**config.mk**
```make
export PLATFORM = sky130hd
export DESIGN_NAME = gdfs_ram
export DESIGN_NICKNAME = d
export VERILOG_FILES = /design/src/rtl/gdfs_ram.sv
export SDC_FILE = /design/constraint.sdc
export NUM_CORES = 1
export LEC_CHECK = 0
export BUFFER_PORTS_ARGS = -buffer_cell sky130_fd_sc_hd__buf_2
export CAP_MARGIN = 20
export CORE_ASPECT_RATIO = 1.2
export CORE_MARGIN = 2
export CORE_UTILIZATION = 54
export DETAILED_ROUTE_END_ITERATION = 10
export PLACE_DENSITY_LB_ADDON = 0.15
export SYNTH_ARGS = -nofsm -noshare
export SYNTH_HDL_FRONTEND = slang
export SYNTH_SLANG_ARGS = --single-unit
export TNS_END_PERCENT = 5
```
**constraint.sdc**
```tcl
create_clock -name clk -period 1.94 [get_ports clk]
set_input_delay 0.388 -clock clk [delete_from_list [all_inputs] [get_ports clk]]
set_output_delay 0.388 -clock clk [all_outputs]
set_load 0.01 [all_outputs]
```
**src/rtl/gdfs_ram.sv**
```systemverilog
module gdfs_ram #(
  parameter int WIDTH = 8,
  parameter int DEPTH = 16,
  localparam int ADDR_W = $clog2(DEPTH)
) (
  input  logic              clk,
  input  logic              we,
  input  logic [ADDR_W-1:0] waddr,
  input  logic [WIDTH-1:0]  wdata,
  input  logic [ADDR_W-1:0] raddr,
  output logic [WIDTH-1:0]  rdata
);

  logic [WIDTH-1:0] mem [DEPTH];

  // A read of the address being written returns the old contents.
  always_ff @(posedge clk) begin
    if (we) begin
      mem[waddr] <= wdata;
    end
    rdata <= mem[raddr];
  end

endmodule

```
; ---- Word-level counts from Yosys, hierarchy flattened
; Memory sizes are Yosys's and may differ from the RTL's. A register that Yosys moved wholly into a read port is not among the register bits.
; Index checks and enable logic that the tools add are counted.
[word_totals]
mem_bits_rw = 128
in_bits = 18
rom_bits = 0
n_memories = 1
regBits = 0
latch_bits = 0
[op_classes]
div_mod_pow = 0
n_addsub = 0
mul = 0
eq_ne = 0
shift = 0
magnitude_cmp = 0
n_mux = 2
bitwise_logic = 0
n_reduce_logical = 0
[memory_table]
columns = name, depth, word_bits, rd, rd_clocked_by_memory_dff, write_ports, line_no
row1 = mem, 16, 8, 1, 1, 1, 14  ; logic [WIDTH-1:0] mem [DEPTH];
[op_table]
columns = op, n
row1 = $mux 1, 2

; ---- Logic depth before layout (Yosys ltp)
[logic_depth]
word_depth = 2
ltp_mapped = 5

; ---- Worst setup path after synthesis
; OpenSTA, ideal clock, no wires.
[synth_path]
path_type = input-to-reg
start = input port waddr[2]
end = memory mem[0][0], enable pin
setup_ps = 383
arrival_time_ps = 1498
setup_slack_ps = 59
stages = 2
required_time_ps = 1557
path_cell_list = or3b_2 -> nor3_1
[synth_rtl]
columns = element, line_no
row1 = "start, declared", 8  ; input logic [ADDR_W-1:0] waddr,
row2 = "end, declared", 14
; Straight into the memory's write port.

==> qor_table.md <==
| Parameter | Reported | Unit |
| --- | --- | --- |
| Number of hold buffers added after CTS | 0 | - |
| Largest fanout on the critical path | 8 | - |
| Worst reg2reg startpoint | mem[10][5] | - |
| Total Routing Usage GR | 21.01 | % |
| Pin count of the biggest net entering global routing | 17 | - |
| Crit start category | input pin | - |
| Number of I/O port buffers | 25 | - |
| Buf+Inv Stages, Crit Path | 2 | - |
| Mean Syn Cell Area | 22.48 | um^2 |
| Count of cell types in the netlist | 19 | - |
| Run status | finished clean | - |
| Endpoint class of the critical path | flop | - |
| Slowest cell on the critical path | mux4_1 | - |
| Post-CTS setup repair buffer count | 0 | - |
| Last weighted congestion value of the routability-driven placer | 0.7349 | - |
| Final global-route overflow total | 0 | - |
| Post-cts gate resize count | 0 | - |
| Number of cells after detailed placement | 392 | - |
| Non-filler instance count after layout | 424 | - |
| Final HPWL DP | 6.143 | mm |
| Initial core utilization | 54.66 | % |
| Warnings from Yosys | 0 | - |
| Transition time of the tightest slew-check pin | 0.4030 | ns |
| Classification of the worst setup path | input pin to flop | - |
| Drt wl/cell | 22.46 | um |
| Clock transition at the registers of the reported paths | 0.05 | ns |
| Final Hold Violating Endpoints | 0 | - |
| DR iter-0 viols | 198 | - |
| H-Tree Level Count | 4 | - |
| Ratio of routed vias to standard cells | 5.785 | - |
| Number of global-route vias before repair | 2648 | - |
| Ant. Diodes | 0 | - |
| Sequential area share after synthesis | 77.78 | % |
| Hold wc startpoint | wdata[3] | - |
| Maximum number of buffers from clock root to sink | 2 | - |
| Total nets after synthesis | 247 | - |
| Achievable clock frequency | 0.7089 | GHz |
| Clk Latency, worst-skew pair | 0.41 | ns |
| Met1 WL | 3.989 | mm |
| CTS buffer count | 17 | - |
| Clock tree from TritonCTS | yes | - |
| Standard-cell row count | 39 | - |
| Top metal layer carrying routed signals | met4 | - |
| Dominant delay contributor by cell family on the critical path | multiplexers | - |
| Met2 routed wirelength | 4.984 | mm |
| Setup_tns | 0 | ns |
| Post-detailed-route DRC marker count | 0 | - |
| Residual antenna-violating net count after detailed routing | 0 | - |
| Number of detailed-routing iterations run before antenna repair | 4 | - |
| Largest stage delay, worst path | 0.58 | ns |
| Chip height | 111.0 | um |
| Type of the worst min-delay path | input pin to flop | - |
| Chip Width | 93.13 | um |
| Via count | 2453 | - |
| Tmin final | 1.411 | ns |
| Ratio of cells with drive above 1 in the final layout | 32.89 | % |
| Ordered cell list for the critical path | buf_2, buf_4, mux4_1, a22oi_1, nand2_1 | - |
| Cells after Synth | 229 | - |
| Areal power density over the cells | 1137 | nW/um^2 |
| Clk root buf | clkbuf_16 | - |
| Critical Path RT | 2.22 | ns |
| Netlist area before placement | 5147 | um^2 |
| Max rail drop VDD | 0.0007063 | V |
| Setup violations, final | 0 | - |
| Reported max-cap violation count | 0 | - |
| Sum of met3 wire segment lengths after detailed routing | 435 | um |
| Critical Path Source | raddr[0] | - |
| First-pass GRT wire length | 14.99 | mm |
| Headroom to the max-slew limit | 73.13 | % |
| Core area | 9418 | um^2 |
| Nets | 306 | - |
| I/O pin total | 26 | - |
| Detailed-route wire length | 9.521 | mm |
| Maximum clock skew at final layout | 0.008997 | ns |
| Most frequent standard cell in the layout excluding fill and tap cells | edfxtp_1 | - |
| Final critical-path share of the clock period | 72.72 | % |
| Total count of max-transition violations in the final report | 0 | - |
| Clk sinks | 136 | - |
| Die area | 10330 | um^2 |
| P_leak | 0.002149 | uW |
| Number of antenna violations at the first check in global routing | 0 | - |
| Register bit total from synthesis | 136 | - |
| Unrepaired setup endpoints after global routing | false | - |
| Most used cells in the layout excluding fill and tap cells | edfxtp_1, buf_2, buf_4 | - |
| P&R area growth vs syn | 20.10 | % |
| Endpoint arrival time on the critical path | 1.70 | ns |
==> metal layers <==
layer  vias to the layer above  global-route usage [%]
li1                       1088                       -
met1                      1289                   26.88
met2                        68                   33.09
met3                         8                   7.206
met4                         0                   8.824
met5                         -                       0
==> path summary, 6_finish.rpt <==
check                             endpoint  slack, ns  cells past startpoint
worst max-delay path              rdata[5]       0.53                      5
worst min-delay path            mem[12][3]       0.36                      1
worst max register to register    rdata[5]       0.58                      3
worst min register to register    rdata[6]       0.68                      3
==> state kept, by name (all words and copies together), names as in the netlist <==
register and flops:
rdata 8, mem 128
==> synthesized netlist by cell type <==
library cell	n	area share, %
nand3b_1	2	0.29
clkdlybuf4s25_2	3	0.58
nor3_1	4	0.39
mux4_2	18	7.9
dfxtp_1	8	3.1
edfxtp_1	128	75
buf_6	3	0.66
a22oi_1	16	2.3
and2b_1	1	0.15
nand3_1	1	0.097
nand2b_1	2	0.24
mux4_1	14	7.1
buf_4	1	0.15
or3b_2	1	0.17
and2_1	1	0.12
nand2_1	9	0.66
nor2b_1	1	0.12
nor2_1	13	0.95
buf_2	3	0.29
==> cell type report <==
type                            count  area [um^2]
Tap cell                          123        153.9
Sequential cell                   136         4004
Multi-Input combinational cell     83         1057
Fill cell                         613         3236
Clock buffer                       24        501.7
Timing Repair Buffer               50        325.3
Clock inverter                      8        140.1
==> power breakdown <==
group | internal [uW] | switching (uW)
Clock | 2310 | 1100
Sequential | 3290 | 19.6
Combinational | 137 | 172
==> metrics by stage <==
stage / worst slack [ns] / util (%) / total power [uW] / hold slack, ns / instance area (um^2)
after floorplan: 0.05913 / - / 3536 / 0.4869 / 5147
after global placement: 0.1089 / 58.83 / 3675 / 0.6552 / 5540
after detailed placement: 0.08252 / 58.83 / 3682 / 0.6672 / 5540
after CTS: 0.5176 / 65.64 / 7083 / 0.3469 / 6182
after global routing: 0.4710 / 65.64 / 7224 / 0.3626 / 6182
final: 0.5293 / 65.64 / 7031 / 0.3640 / 6182
==> kinds of logic (layout without fill, tap and decap cells) <==
family,after synthesis,in the layout,share of synthesized area (%)
buffers and inverters,10,82,1.677
AND/OR/NAND/NOR,35,35,3.184
multiplexers,32,32,15.02
flip-flops,136,136,77.78
AO/OA/AOI/OAI,16,16,2.334
(Power assumes the default switching activity.)
